$ cat src/sv/spp_pkg.sv
package spp_pkg;

    localparam int unsigned SPP_FRAME_SAMPLES = 256;

    localparam int SAMPLE_W = 12;
    localparam int INDEX_W  = 8;
    localparam int COL_W    = 10;
    localparam int STEP_W   = 4;
    localparam int ROW_W    = 8;
    localparam int COLOR_W  = 16;
    localparam int CFG_IDX_W  = 3;
    localparam int CFG_DATA_W = 16;

    localparam logic [ROW_W-1:0] ROW_TOP    = 8'd33;
    localparam logic [ROW_W-1:0] ROW_BOTTOM = 8'd112;
    localparam logic [ROW_W-1:0] ROW_BASE   = 8'd113;

    // Division by 50 over 12-bit samples as a multiply by ceil(2^16 / 50).
    localparam logic [10:0] DIV50_RECIP = 11'd1311;
    localparam int          DIV50_SHIFT = 16;

    localparam logic [INDEX_W-1:0]  RST_WINDOW_LOW  = 8'd20;
    localparam logic [INDEX_W-1:0]  RST_WINDOW_HIGH = 8'd102;
    localparam logic [COL_W-1:0]    RST_X_START     = 10'd20;
    localparam logic [STEP_W-1:0]   RST_X_STEP      = 4'd3;
    localparam logic [COLOR_W-1:0]  RST_TRACE_COLOR = 16'h7fe0;
    localparam logic [SAMPLE_W-1:0] RST_HIGH_THRESH = 12'd4000;
    localparam logic [SAMPLE_W-1:0] RST_LOW_THRESH  = 12'd100;
    localparam logic [SAMPLE_W-1:0] SAMPLE_MAX      = 12'd4095;

    typedef enum logic [1:0] {
        KIND_SLOPE   = 2'd0,
        KIND_RISE    = 2'd1,
        KIND_FALL    = 2'd2,
        KIND_PEAKS   = 2'd3
    } t_kind;

    typedef enum logic [CFG_IDX_W-1:0] {
        CFG_WINDOW_LOW  = 3'd0,
        CFG_WINDOW_HIGH = 3'd1,
        CFG_X_START     = 3'd2,
        CFG_X_STEP      = 3'd3,
        CFG_TRACE_COLOR = 3'd4,
        CFG_HIGH_THRESH = 3'd5,
        CFG_LOW_THRESH  = 3'd6
    } t_cfg_reg;

    typedef struct packed {
        logic                has_line;
        t_kind               kind;
        logic [COL_W-1:0]    x_from;
        logic [ROW_W-1:0]    y_from;
        logic [COL_W-1:0]    x_to;
        logic [ROW_W-1:0]    y_to;
        logic [COLOR_W-1:0]  color;
        logic                has_peaks;
        logic [SAMPLE_W-1:0] peak_max;
        logic [SAMPLE_W-1:0] peak_min;
    } t_entry;

endpackage

$ cat src/sv/spp_in_if.sv
interface spp_in_if import spp_pkg::*; ();
    logic                valid;
    logic                ready;
    logic [SAMPLE_W-1:0] sample;
    logic                frame_end;

    modport source (output valid, output sample, output frame_end, input ready);
    modport sink   (input valid, input sample, input frame_end, output ready);
endinterface

$ cat src/sv/spp_out_if.sv
interface spp_out_if import spp_pkg::*; ();
    logic                valid;
    logic                ready;
    logic [1:0]          kind;
    logic [COL_W-1:0]    x_from;
    logic [ROW_W-1:0]    y_from;
    logic [COL_W-1:0]    x_to;
    logic [ROW_W-1:0]    y_to;
    logic [COLOR_W-1:0]  cmd_color;
    logic [SAMPLE_W-1:0] peak_max;
    logic [SAMPLE_W-1:0] peak_min;
    logic                last;

    modport source (output valid, output kind, output x_from, output y_from, output x_to,
                    output y_to, output cmd_color, output peak_max, output peak_min,
                    output last, input ready);
    modport sink   (input valid, input kind, input x_from, input y_from, input x_to,
                    input y_to, input cmd_color, input peak_max, input peak_min,
                    input last, output ready);
endinterface

$ cat src/sv/scope_trace_segment_plotter_core.sv
// Results are registered in the result queue; one sample per cycle while it has room.
// A frame-end sample that also draws a line yields two results from one entry, which keeps
// its slot until both are taken and so can hold off the input.
// Each sample is handled by one pass through the row multiplier and compares.
// A two-entry result queue absorbs short output stalls; input waits while both are full.
// Reset (synchronous, active low) restores the register defaults and clears the trace state.
module scope_trace_segment_plotter_core import spp_pkg::*; #(
    parameter int unsigned FRAME_SAMPLES = SPP_FRAME_SAMPLES
) (
    input  logic                  i_clk,
    input  logic                  i_rst_n,
    input  logic                  i_cfg_we,
    input  logic [CFG_IDX_W-1:0]  i_cfg_idx,
    input  logic [CFG_DATA_W-1:0] i_cfg_data,
    spp_in_if.sink                i_smp,
    spp_out_if.source             o_cmd
);

    logic [INDEX_W-1:0]  r_window_low, r_window_high;
    logic [COL_W-1:0]    r_x_start;
    logic [STEP_W-1:0]   r_x_step;
    logic [COLOR_W-1:0]  r_trace_color;
    logic [SAMPLE_W-1:0] r_high_thresh, r_low_thresh;

    logic [SAMPLE_W-1:0] r_prev;
    logic [ROW_W-1:0]    r_prev_row;
    logic [INDEX_W-1:0]  r_index;
    logic [COL_W-1:0]    r_col;
    logic [SAMPLE_W-1:0] r_max, r_min;
    logic                r_seeded;

    t_entry              r_q [2];
    logic                r_wr, r_rd, r_phase;
    logic [1:0]          r_count;

    logic                accept, push, pop, out_fire, show_line;
    logic [INDEX_W-1:0]  pair_idx;
    logic                windowed, rising, falling;
    logic [22:0]         prod;
    logic [ROW_W-1:0]    y_new;
    logic [COL_W-1:0]    new_col;
    logic [SAMPLE_W-1:0] eff_max, eff_min, n_max, n_min;
    t_entry              n_entry, head;

    assign accept = i_smp.valid && i_smp.ready;
    assign i_smp.ready = (r_count != 2'd2);

    always_ff @(posedge i_clk) begin
        if (!i_rst_n) begin
            r_window_low  <= RST_WINDOW_LOW;
            r_window_high <= RST_WINDOW_HIGH;
            r_x_start     <= RST_X_START;
            r_x_step      <= RST_X_STEP;
            r_trace_color <= RST_TRACE_COLOR;
            r_high_thresh <= RST_HIGH_THRESH;
            r_low_thresh  <= RST_LOW_THRESH;
        end else if (i_cfg_we) begin
            unique case (t_cfg_reg'(i_cfg_idx))
                CFG_WINDOW_LOW:  r_window_low  <= i_cfg_data[INDEX_W-1:0];
                CFG_WINDOW_HIGH: r_window_high <= i_cfg_data[INDEX_W-1:0];
                CFG_X_START:     r_x_start     <= i_cfg_data[COL_W-1:0];
                CFG_X_STEP:      r_x_step      <= i_cfg_data[STEP_W-1:0];
                CFG_TRACE_COLOR: r_trace_color <= i_cfg_data[COLOR_W-1:0];
                CFG_HIGH_THRESH: r_high_thresh <= i_cfg_data[SAMPLE_W-1:0];
                CFG_LOW_THRESH:  r_low_thresh  <= i_cfg_data[SAMPLE_W-1:0];
                default: ;
            endcase
        end
    end

    always_comb begin
        pair_idx = r_index - 8'd1;
        windowed = (r_index != '0) && (pair_idx >= r_window_low)
                   && (pair_idx <= r_window_high)
                   && (32'(r_index) < FRAME_SAMPLES);
        prod     = 23'(i_smp.sample) * 23'(DIV50_RECIP);
        y_new    = ROW_BASE - {1'b0, prod[DIV50_SHIFT+6:DIV50_SHIFT]};
        new_col  = r_col + COL_W'(r_x_step);
        rising   = (i_smp.sample > r_high_thresh) && (r_prev < r_low_thresh);
        falling  = (i_smp.sample < r_low_thresh) && (r_prev > r_high_thresh);
        eff_max  = r_seeded ? r_max : r_prev;
        eff_min  = r_seeded ? r_min : r_prev;
        n_max    = eff_max;
        n_min    = eff_min;
        if (!rising && !falling) begin
            if (r_prev >= eff_max) n_max = r_prev;
            if (r_prev < eff_min)  n_min = r_prev;
        end
        if (!windowed) begin
            n_max = r_max;
            n_min = r_min;
        end

        n_entry.has_line  = windowed;
        n_entry.x_to      = new_col;
        n_entry.color     = r_trace_color;
        n_entry.has_peaks = i_smp.frame_end;
        n_entry.peak_max  = n_max;
        n_entry.peak_min  = n_min;
        if (rising) begin
            n_entry.kind   = KIND_RISE;
            n_entry.x_from = new_col;
            n_entry.y_from = y_new;
            n_entry.y_to   = ROW_BOTTOM;
        end else if (falling) begin
            n_entry.kind   = KIND_FALL;
            n_entry.x_from = new_col;
            n_entry.y_from = y_new;
            n_entry.y_to   = ROW_TOP;
        end else begin
            n_entry.kind   = KIND_SLOPE;
            n_entry.x_from = r_col;
            n_entry.y_from = r_prev_row;
            n_entry.y_to   = y_new;
        end
    end

    always_ff @(posedge i_clk) begin
        if (!i_rst_n) begin
            r_prev     <= '0;
            r_prev_row <= ROW_BASE;
            r_index    <= '0;
            r_col      <= RST_X_START;
            r_max      <= '0;
            r_min      <= SAMPLE_MAX;
            r_seeded   <= 1'b0;
        end else if (accept) begin
            r_prev     <= i_smp.sample;
            r_prev_row <= y_new;
            if (r_index == '0) begin
                r_col <= r_x_start;
            end else if (windowed) begin
                r_col <= new_col;
            end
            if (i_smp.frame_end) begin
                r_max    <= '0;
                r_min    <= SAMPLE_MAX;
                r_seeded <= 1'b0;
                r_index  <= '0;
            end else begin
                r_max   <= n_max;
                r_min   <= n_min;
                r_index <= r_index + 8'd1;
                if (windowed) r_seeded <= 1'b1;
            end
        end
    end

    assign push      = accept && (windowed || i_smp.frame_end);
    assign head      = r_q[r_rd];
    assign show_line = head.has_line && !r_phase;
    assign out_fire  = o_cmd.valid && o_cmd.ready;
    assign pop       = out_fire && !(show_line && head.has_peaks);

    always_ff @(posedge i_clk) begin
        if (push) r_q[r_wr] <= n_entry;
    end

    always_ff @(posedge i_clk) begin
        if (!i_rst_n) begin
            r_wr    <= 1'b0;
            r_rd    <= 1'b0;
            r_phase <= 1'b0;
            r_count <= '0;
        end else begin
            if (push) r_wr <= !r_wr;
            if (pop)  r_rd <= !r_rd;
            if (out_fire) r_phase <= show_line && head.has_peaks;
            r_count <= r_count + {1'b0, push} - {1'b0, pop};
        end
    end

    always_comb begin
        o_cmd.valid      = (r_count != '0);
        o_cmd.kind       = show_line ? head.kind : KIND_PEAKS;
        o_cmd.x_from     = show_line ? head.x_from : '0;
        o_cmd.y_from     = show_line ? head.y_from : '0;
        o_cmd.x_to       = show_line ? head.x_to : '0;
        o_cmd.y_to       = show_line ? head.y_to : '0;
        o_cmd.cmd_color  = show_line ? head.color : '0;
        o_cmd.peak_max   = show_line ? '0 : head.peak_max;
        o_cmd.peak_min   = show_line ? '0 : head.peak_min;
        o_cmd.last       = !show_line;
    end

    a_phase_only_on_pair: assert property (@(posedge i_clk) disable iff (!i_rst_n)
        r_phase |-> (head.has_line && head.has_peaks && r_count != '0))
        else $error("Second result pending on an entry without both results.");

    a_frame_end_clears: assert property (@(posedge i_clk) disable iff (!i_rst_n)
        (accept && i_smp.frame_end) |=> (r_index == '0 && !r_seeded))
        else $error("Frame end did not clear the index and peak seed.");

    a_last_is_peaks: assert property (@(posedge i_clk) disable iff (!i_rst_n)
        o_cmd.valid |-> (o_cmd.last == (o_cmd.kind == KIND_PEAKS)))
        else $error("Last flag disagrees with the result kind.");

    a_peaks_ordered: assert property (@(posedge i_clk) disable iff (!i_rst_n)
        r_seeded |-> (r_max >= r_min))
        else $error("Running maximum fell below running minimum.");

endmodule

$ cat src/flat_wrapper.sv
// flat-port wrapper written by rule: the top's interface ports become plain ports
module scope_trace_segment_plotter_core_flat import spp_pkg::*;
#(
    parameter int unsigned FRAME_SAMPLES = SPP_FRAME_SAMPLES
)
  (i_clk, i_rst_n, i_cfg_we, i_cfg_idx, i_cfg_data, i_smp_valid, i_smp_sample, i_smp_frame_end, i_smp_ready, o_cmd_valid, o_cmd_kind, o_cmd_x_from, o_cmd_y_from, o_cmd_x_to, o_cmd_y_to, o_cmd_cmd_color, o_cmd_peak_max, o_cmd_peak_min, o_cmd_last, o_cmd_ready);
  spp_in_if i_smp_i ();
  spp_out_if o_cmd_i ();
  input  logic i_clk;
  input  logic i_rst_n;
  input  logic i_cfg_we;
  input  logic [CFG_IDX_W-1:0] i_cfg_idx;
  input  logic [CFG_DATA_W-1:0] i_cfg_data;
  input wire logic [$bits(i_smp_i.valid)-1:0] i_smp_valid;
  input wire logic [$bits(i_smp_i.sample)-1:0] i_smp_sample;
  input wire logic [$bits(i_smp_i.frame_end)-1:0] i_smp_frame_end;
  output wire logic [$bits(i_smp_i.ready)-1:0] i_smp_ready;
  output wire logic [$bits(o_cmd_i.valid)-1:0] o_cmd_valid;
  output wire logic [$bits(o_cmd_i.kind)-1:0] o_cmd_kind;
  output wire logic [$bits(o_cmd_i.x_from)-1:0] o_cmd_x_from;
  output wire logic [$bits(o_cmd_i.y_from)-1:0] o_cmd_y_from;
  output wire logic [$bits(o_cmd_i.x_to)-1:0] o_cmd_x_to;
  output wire logic [$bits(o_cmd_i.y_to)-1:0] o_cmd_y_to;
  output wire logic [$bits(o_cmd_i.cmd_color)-1:0] o_cmd_cmd_color;
  output wire logic [$bits(o_cmd_i.peak_max)-1:0] o_cmd_peak_max;
  output wire logic [$bits(o_cmd_i.peak_min)-1:0] o_cmd_peak_min;
  output wire logic [$bits(o_cmd_i.last)-1:0] o_cmd_last;
  input wire logic [$bits(o_cmd_i.ready)-1:0] o_cmd_ready;
  assign i_smp_i.valid = i_smp_valid;
  assign i_smp_i.sample = i_smp_sample;
  assign i_smp_i.frame_end = i_smp_frame_end;
  assign i_smp_ready = i_smp_i.ready;
  assign o_cmd_valid = o_cmd_i.valid;
  assign o_cmd_kind = o_cmd_i.kind;
  assign o_cmd_x_from = o_cmd_i.x_from;
  assign o_cmd_y_from = o_cmd_i.y_from;
  assign o_cmd_x_to = o_cmd_i.x_to;
  assign o_cmd_y_to = o_cmd_i.y_to;
  assign o_cmd_cmd_color = o_cmd_i.cmd_color;
  assign o_cmd_peak_max = o_cmd_i.peak_max;
  assign o_cmd_peak_min = o_cmd_i.peak_min;
  assign o_cmd_last = o_cmd_i.last;
  assign o_cmd_i.ready = o_cmd_ready;
  scope_trace_segment_plotter_core #(.FRAME_SAMPLES(FRAME_SAMPLES)) u_core (.i_clk(i_clk), .i_rst_n(i_rst_n), .i_cfg_we(i_cfg_we), .i_cfg_idx(i_cfg_idx), .i_cfg_data(i_cfg_data), .i_smp(i_smp_i), .o_cmd(o_cmd_i));
endmodule
$ cat config.mk
export PLATFORM = sky130hd
export DESIGN_NAME = scope_trace_segment_plotter_core_flat
export DESIGN_NICKNAME = d
export VERILOG_FILES = /design/src/sv/spp_pkg.sv /design/src/sv/spp_in_if.sv /design/src/sv/spp_out_if.sv /design/src/sv/scope_trace_segment_plotter_core.sv /design/src/flat_wrapper.sv
export SDC_FILE = /design/constraint.sdc
export NUM_CORES = 1
export LEC_CHECK = 0
export ABC_AREA = 1
export BUFFER_PORTS_ARGS = -buffer_cell sky130_fd_sc_hd__buf_4
export CAP_MARGIN = 0
export CORE_UTILIZATION = 62
export DETAILED_ROUTE_END_ITERATION = 12
export PLACE_DENSITY = 0.81
export SLEW_MARGIN = 40
export SYNTH_ARGS = -nofsm -noshare
export SYNTH_HDL_FRONTEND = slang
export SYNTH_SLANG_ARGS = --single-unit
$ cat constraint.sdc
create_clock -name i_clk -period 7.4 [get_ports i_clk]
set_input_delay 1.11 -clock i_clk [delete_from_list [all_inputs] [get_ports i_clk]]
set_output_delay 1.11 -clock i_clk [all_outputs]
set_load 0.01 [all_outputs]
==> key figures, run 1 <==
Timing
  – Final Max Tran Viols: 0
  – Worst-Margin Slew: 0.929 ns
  – Clk_skew: 0.0271 ns
  – Final period util: 0.728
  – Final hold vios: 0
  – Peak Freq: 186 MHz
  – Unrepaired setup endpoints after global routing: no
  – Final setup violation count: 0
  – Setup TNS: 0 ns
  – Slew margin rel.: 0.379
  – Tmin final: 5.39 ns

Setup path
  – CP max FO: 7
  – Worst r2r path cells: 16
  – Startpoint types: input pin
  – WP data required: 7.72 ns
  – Crit. End Element: flop
  – CP Data Arrival Time: 5.71 ns
  – Reg2reg end: u_core.r_max[7]
  – CP Class: in -> reg
  – R2r startpoint: u_core.r_seeded
  – FF-to-FF setup slack: 3.26 ns

Route
  – Drt total wl: 45100 um
  – DR iter-0 viols: 1322
  – DR vias: 14800
  – 1st-pass router iterations: 6
  – Drt via density: 5.57
  – Post-route ant nets: 0
  – Drt drc: 0
  – Wirelength per Cell: 16.9 um

Clocking
  – Clk_lat worst skew: 0.57 ns
  – Hold Buf Count CTS: 0
  – CTS Buf Count: 28
  – CTS tree: done
  – Root Buffer: clkbuf_16
  – Post-CTS sizing: 0
  – H-tree levels: 1
  – Clk slew on worst S/H paths: 0.06 ns
  – Clk sinks: 299
  – CTS max path bufs: 3
  – Post-CTS Repair Setup Buffers: 0

Cells and area
  – Number of fill cells: 2234
  – Register area: 7590 sq um
  – Share of cells above drive strength 1: 0.0980
  – Final #Nets: 2512
  – Multi-input logic area: 9000 sq um
  – Fin area: 20200 sq um
  – Ant. Diodes: 0
  – Post-Layout Cell Count: 2659
  – Area Overhead vs Synth: 11.6%

Pwr
  – Max IR drop VDD: 0.192 mV
  – PwrDens: 321 nW/um^2
  – Leak: 0.00955 uW

Hold path
  – Worst hold path cell count: 0
  – Min-Delay Endpoint: u_core.r_q[0][25]
  – HP Class: reg -> reg
  – Hold path startpoint: u_core.r_trace_color[0]

Global route
  – Initial antenna violation count: 0
  – First-pass GRT wire length: 73200 um
  – Vias in the first global route: 14200
  – Largest net degree at the start of global routing: 104
  – Overall Global Routing Usage: 0.305
  – Global route overflow: 0

Logic synthesis
  – Synth cell types: 51
  – Post-synth top flop: edfxtp_1
  – Compound-Gate Fraction of Synth Area: 0.105
  – Largest family of logic cells by synthesized area: simple AND/OR/NAND/NOR gates
  – Xor/xnor cell area share of the yosys netlist: 0.00914
  – Seq/Total Area, Yosys: 0.420
  – Simple-Gate Fraction of Synth Area: 0.208
  – FFs w/ async S/R, synth: 0
  – Yosys warns: 0
  – Flops & latches, synth: 299
  – Syn Nets: 2430
  – Mux cell area share after synthesis: 0.00332
  – Adder-cell area share of the yosys netlist: 0.172
  – Avg Cell Area, Syn: 8.32 sq um
  – Post-synth EDFFs: 160
  – Mapped cell area: 18100 sq um
  – Mapped Cells: 2171

Job
  – Max_cap viols: 0

Floorplan
  – Die H: 173 um
  – DIE WIDTH: 173 um
  – Die area: 29800 sq um
  – Core area: 28700 sq um
  – Initial Utilization: 0.629
  – Row cnt: 62
  – # IOs: 118

Placed design
  – Dpl cells: 2606
  – # port buffers: 117
  – Dpl cell area: 19200 sq um
  – HPWL Detailed: 32500 um
  – RD Place Congestion: 0.919

Status
  – Status: complete, no violations
-- synthesized netlist by cell type (9+ instances only) --
library cell  count  area, sq um
and2_1            9         56.3
inv_1           291         1090
o21bai_1         13         97.6
nand3_1          93          465
dfxtp_1         139         2780
nand4_1          26          163
nor2_1          111          417
fa_1             43          861
a21oi_1         187          936
ha_1            179         2240
nand2_1         619         2320
o21ai_0          98          490
edfxtp_1        160         4800
buf_2            14         70.1
clkbuf_1         44          165
o211ai_1         20          150
xor2_1           16          140
nor3_1           15         75.1
-- layout make-up --
| cell class | instances | share of cell area |
|---|---|---|
| Multi-Input combinational cell | 1495 | 0.446 |
| Sequential cell | 299 | 0.376 |
| Inverter | 300 | 0.0560 |
| Timing Repair Buffer | 129 | 0.0501 |
| Clock buffer | 33 | 0.0372 |
| Tap cell | 384 | 0.0238 |
| Clock inverter | 19 | 0.0102 |
-- power by group --
part           internal, uW  switching, uW  leakage, uW
clock                   836            641     0.000464
sequential             2010            119      0.00257
combinational          1010           1860      0.00652
-- state kept, by name (all words and copies together) (netlist names), 2 cells and up, named ones only --
signal	count
u_core.r_index	8
u_core.r_x_step	4
u_core.r_x_start	10
u_core.r_high_thresh	12
u_core.r_window_low	8
u_core.r_max	12
u_core.r_q	160
u_core.r_low_thresh	12
u_core.r_col	10
u_core.r_window_high	8
u_core.r_trace_color	16
u_core.r_prev_row	8
u_core.r_prev	12
u_core.r_count	2
u_core.r_min	12
-- worst max-delay path by stage --
stage / from / to / slack (ns) / depth (start not counted)
global route: i_smp_sample[8] / u_core.r_q[0][64] / 1.73 / 26
CTS: i_smp_sample[6] / u_core.r_q[0][64] / 2.07 / 29
detailed placement: i_smp_sample[6] / u_core.r_q[0][64] / 1.52 / 29
finish: i_smp_sample[5] / u_core.r_q[0][64] / 2.01 / 26
global placement: i_smp_sample[4] / u_core.r_q[0][64] / 1.62 / 26
floorplan: u_core.r_index[0] / u_core.r_q[1][0] / 1.55 / 14
-- metrics by stage --
stage | utilization | total power, uW | hold slack, ns | worst slack [ns]
after floorplan | - | 4060 | 0.420 | 1.55
after global placement | 0.667 | 4890 | 0.428 | 1.62
after detailed placement | 0.668 | 4970 | 0.436 | 1.52
after CTS | 0.701 | 6460 | 0.453 | 2.07
after global routing | 0.702 | 6920 | 0.466 | 1.73
final | 0.702 | 6470 | 0.457 | 2.01
-- layout by cell type (no fill, tap or decap), types with 3 or more instances in the layout --
cell type	instances
o21ai_0	98
a21oi_2	7
dfxtp_1	138
nand3_1	93
clkinv_1	6
nand2_1	618
buf_4	124
clkbuf_16	28
nand4_1	26
inv_1	291
fa_1	43
clkinv_2	7
o21ai_1	8
and2_1	9
inv_2	5
nor2_1	107
xor2_1	16
nor3_1	14
nor3b_1	3
o21bai_1	13
ha_1	179
nand2_2	8
o211ai_1	20
o21a_1	6
clkbuf_8	3
bufinv_16	3
or2_2	3
a21oi_1	187
nor2_2	6
clkinvlp_4	3
nor2_4	4
mux2i_1	6
edfxtp_1	160
-- critical path, cell delays in order --
cell and delay, ns:
buf_4 0.14, inv_1 0.15, fa_1 0.57, inv_1 0.06, ha_1 0.30, ha_1 0.28
inv_1 0.05, fa_1 0.51, fa_1 0.55, inv_1 0.04, ha_1 0.32, nand2_1 0.16
inv_1 0.06, a21oi_1 0.23, nand2_1 0.08, nand2_1 0.08, nand3_1 0.06, nand2_1 0.14
inv_1 0.06, ha_1 0.19, nand2_1 0.16, nand2_1 0.07, nand2_1 0.09, nand2_1 0.08
nand2_1 0.07, nand2_1 0.09
-- cell families (layout without fill, tap and decap cells) --
kind of cell / after synthesis / count (layout)
AND/OR/NAND/NOR: 902 / 902
buffers and inverters: 377 / 481
AO/OA/AOI/OAI: 347 / 347
flip-flops: 299 / 299
adder cells (fa/ha/maj): 222 / 222
XOR/XNOR: 18 / 18
multiplexers: 6 / 6
-- routing by layer --
layer,track usage,part of all wire
met4,0.0756,0.022
met2,0.496,0.46
met3,0.0473,0.084
met5,0,0
met1,0.427,0.43
Note: power is estimated with default switching activity, not from simulation.
==> run 2, diff against run 1 <==
--- a/config.mk
+++ b/config.mk
@@ -5,12 +5,12 @@
 export SDC_FILE = /design/constraint.sdc
 export NUM_CORES = 1
 export LEC_CHECK = 0
-export ABC_AREA = 1
+export ABC_AREA = 0
 export BUFFER_PORTS_ARGS = -buffer_cell sky130_fd_sc_hd__buf_4
 export CAP_MARGIN = 0
-export CORE_UTILIZATION = 62
+export CORE_UTILIZATION = 61
 export DETAILED_ROUTE_END_ITERATION = 12
-export PLACE_DENSITY = 0.81
+export PLACE_DENSITY = 0.8
 export SLEW_MARGIN = 40
 export SYNTH_ARGS = -nofsm -noshare
 export SYNTH_HDL_FRONTEND = slang
==> constraint.sdc (replaced) <==
create_clock -name i_clk -period 5.3 [get_ports i_clk]
set_input_delay 0.795 -clock i_clk [delete_from_list [all_inputs] [get_ports i_clk]]
set_output_delay 0.795 -clock i_clk [all_outputs]
set_load 0.01 [all_outputs]
==> run 2 against run 1 <==
Worst hold slack worse by 0.014 ns. Critical endpoint unchanged. Power up 30%. Combinational power up 21%. Clock skew down 0.0053 ns. Sequential share of layout area up 0.92 points. Critical path depth down 4. Highest routed layer unchanged. Synthesized cell count down 23%. Flip-flop and latch count unchanged. Global-route usage down 2.8 points.
==> key figures, run 2 <==
Logic synthesis
  – Post-synth EDFFs: 160 (unchanged)
  – Largest area contributor in the netlist: edfxtp_1 (unchanged)
  – Synth cell types: 66 (was 51)
  – Mapped cell area: 17000 sq um (was 18100 sq um)
  – Top cells by area, synth: edfxtp_1 (28%), dfxtp_1 (16%), ha_1 (13%) (was edfxtp_1 (27%), dfxtp_1 (15%), nand2_1 (13%))
  – Seq/Total Area, Yosys: 0.447 (was 0.420)
  – Avg Cell Area, Syn: 10.2 sq um (was 8.32 sq um)
  – Top post-synthesis cells by count: nand2_1 (198), ha_1 (179), inv_1 (164), edfxtp_1 (160), dfxtp_1 (139) (was nand2_1 (619), inv_1 (291), a21oi_1 (187), ha_1 (179), edfxtp_1 (160))
  – Post-synth top flop: edfxtp_1 (unchanged)
  – Top cell type's share of synthesized area: 0.283 (was 0.266)
  – Yosys warns: 0 (unchanged)
  – Syn Nets: 1920 (was 2430)
  – Mapped Cells: 1661 (was 2171)
  – Flops & latches, synth: 299 (unchanged)
  – FFs w/ async S/R, synth: 0 (unchanged)
  – Count leader, synth: nand2_1 (unchanged)

Route
  – Drt via density: 5.76 (was 5.57)
  – 1st-pass router iterations: 5 (was 6)
  – Drt total wl: 39300 um (was 45100 um)
  – Drt drc: 0 (unchanged)
  – DR vias: 12600 (was 14800)
  – Post-route ant nets: 0 (unchanged)
  – DR iter-0 viols: 900 (was 1322)
  – Wirelength per Cell: 17.9 um (was 16.9 um)

Pwr
  – Max IR drop VDD: 0.271 mV (was 0.192 mV)
  – Leak: 0.00825 uW (was 0.00955 uW)
  – Total Power Consumption: 8410 uW (was 6470 uW)
  – PwrDens: 427 nW/um^2 (was 321 nW/um^2)

Global route
  – Overall Global Routing Usage: 0.277 (was 0.305)
  – Vias in the first global route: 12200 (was 14200)
  – Initial antenna violation count: 0 (unchanged)
  – First-pass GRT wire length: 62400 um (was 73200 um)
  – Largest net degree at the start of global routing: 74 (was 104)
  – Global route overflow: 0 (unchanged)

Timing
  – Final period util: 0.997
  – Slew margin rel.: 0.416 (was 0.379)
  – Final Max Tran Viols: 0 (unchanged)
  – Unrepaired setup endpoints after global routing: yes (was no)
  – Peak Freq: 189 MHz
  – Worst-Margin Slew: 0.870 ns (was 0.929 ns)
  – Final setup violation count: 0 (unchanged)
  – Clk_skew: 0.0219 ns (was 0.0271 ns)
  – Tmin final: 5.29 ns
  – Final hold vios: 0 (unchanged)
  – PnR worst setup slack: 0.0142 ns (was 2.01 ns)

Cells and area
  – Max reg flops: 160 (unchanged)
  – Ant. Diodes: 0 (unchanged)
  – Area Overhead vs Synth: 16.1% (was 11.6%)
  – Most frequent cells in the layout: nand2_1 (198), ha_1 (172), buf_4 (165) (was nand2_1 (618), inv_1 (291), a21oi_1 (187))
  – Most common cell after layout, fill and taps aside: nand2_1 (unchanged)
  – Largest regs: u_core.r_q (160), u_core.r_trace_color (16) (unchanged)
  – Number of fill cells: 1919 (was 2234)
  – Share of cells above drive strength 1: 0.162 (was 0.0980)
  – Biggest register: u_core.r_q (unchanged)
  – Final #Nets: 2056 (was 2512)

Setup path
  – Crit-path max cell delay: 0.56 ns (was 0.57 ns)
  – CP max FO: 5 (was 7)
  – Crit-path slowest cell: fa_1 (unchanged)
  – Startpoint types: input pin (unchanged)
  – Sequence of cells on the critical path: buf_6, fa_1, ha_1, inv_1, fa_1, inv_2, fa_1, inv_2, fa_1, inv_2, ha_4, a21oi_4, a21oi_2, nor2b_2, buf_4, o31ai_4, xnor2_2, ha_2, a32o_2, nor3_2, xor2_1, mux2_4
  – WP data required: 5.61 ns (was 7.72 ns)
  – CP Data Arrival Time: 5.60 ns (was 5.71 ns)
  – Crit. End Element: flop (unchanged)
  – Crit-path most repeated cell: fa_1 (was nand2_1)
  – CP Class: in -> reg (unchanged)

Placed design
  – RD Place Congestion: 0.895 (was 0.919)
  – # port buffers: 117 (unchanged)
  – Pre-CTS setup slack: -0.700 ns (was 1.52 ns)
  – HPWL Detailed: 27800 um (was 32500 um)

Status
  – Status: complete, no violations (unchanged)

Clocking
  – CTS Buf Count: 30 (was 28)
  – H-tree levels: 1 (unchanged)
  – Hold Buf Count CTS: 0 (unchanged)
  – Clk sinks: 299 (unchanged)
  – Clk_lat worst skew: 0.57 ns (about the same)
  – Root Buffer: clkbuf_16 (unchanged)
  – Clk slew on worst S/H paths: 0.06 ns (about the same)
  – CTS tree: done (unchanged)
  – CTS max path bufs: 3 (unchanged)

Floorplan
  – Initial Utilization: 0.626 (was 0.629)
  – Core area: 27100 sq um (was 28700 sq um)
  – Die area: 28500 sq um (was 29800 sq um)
  – # IOs: 118 (unchanged)
  – Row cnt: 60 (was 62)
  – Die H: 169 um (was 173 um)
  – DIE WIDTH: 169 um (was 173 um)

Job
  – Max_cap viols: 0 (unchanged)

Hold path
  – HP Class: in -> reg (was reg -> reg)
[run 2: cell count changes in the layout (fill, tap and decap cells not counted), sizes merged, moves of 22 or more]
cell,delta
nand3,-59
inv,-136
nor2,+22
mux2i,+82
nand2,-429
buf,+44
a21o,+37
a21oi,-68
o21ai,-57
[run 2: what timing repair did]
action / in CTS / in global routing
endpoints found under the setup margin: 10 / 19
gates resized for setup: 2 / 27
buffers inserted: 3 / 0
pin swaps: 4 / 10
[run 2: worst paths after layout]
kind,start,endpoint,slack (ns),cells after the start
setup / recovery,i_smp_sample[8],u_core.r_q[0][64],0.01,22
hold / removal,i_cfg_data[13],u_core.r_trace_color[13],0.44,3
setup reg to reg,u_core.r_index[0],u_core.r_q[0][16],0.99,13
hold reg to reg,u_core.r_trace_color[7],u_core.r_q[0][32],0.46,0
[run 2: layout make-up]
type	instances	area, sq um	area share
clock inverter	11	111	0.00566
tap	372	465	0.0236
multi-input combinational	1127	8680	0.441
sequential	299	7590	0.386
timing repair buffer	173	1350	0.0686
inverter	166	636	0.0323
clock buffer	45	857	0.0435
[run 2: layer usage]
metal | vias to the layer above | part of all wire | track usage | wire length, um
li1 | 6050 | - | - | -
met5 | - | 0 | 0 | 0
met4 | 0 | 0.030 | 0.0933 | 1170
met3 | 85 | 0.068 | 0.0479 | 2690
met2 | 427 | 0.47 | 0.457 | 18400
met1 | 6065 | 0.43 | 0.369 | 17100
[run 2: cell families (layout without fill, tap and decap cells)]
logic type,after synthesis,count (layout),share of synthesized area
AND/OR/NAND/NOR,453,453,0.116
buffers and inverters,235,395,0.0526
XOR/XNOR,39,39,0.0206
adder cells (fa/ha/maj),222,222,0.183
flip-flops,299,299,0.447
AO/OA/AOI/OAI,306,306,0.115
multiplexers,107,107,0.0646
[run 2: where the power goes]
part / total, uW / switching, uW / internal (uW) / leakage [uW]
registers: 2870 / 154 / 2720 / 0.00254
logic: 3480 / 1930 / 1550 / 0.00523
clock network: 2070 / 894 / 1170 / 0.000475
total: 8410 / 2980 / 5430 / 0.00825
[run 2: metrics by stage]
step	instances	instance area [sq um]	TNS, ns	utilization	hold slack (ns)
floorplan	1661	17100	-2.57	-	0.425
global placement	2134	18600	-10.11	0.685	0.431
detailed placement	2134	18600	-15.64	0.685	0.439
CTS	2193	19600	0	0.723	0.416
global route	2193	19700	-0.565	0.727	0.438
finish	2193	19700	0	0.727	0.442
[run 2: worst max-delay path: cells and delay by family]
kind            cells  cell delay [ns]
fa+ha+maj           7             2.93
xor+xnor            2             0.20
buf+inv             6             0.45
compound gates      4             0.70
simple gates        2             0.24
mux                 1             0.27
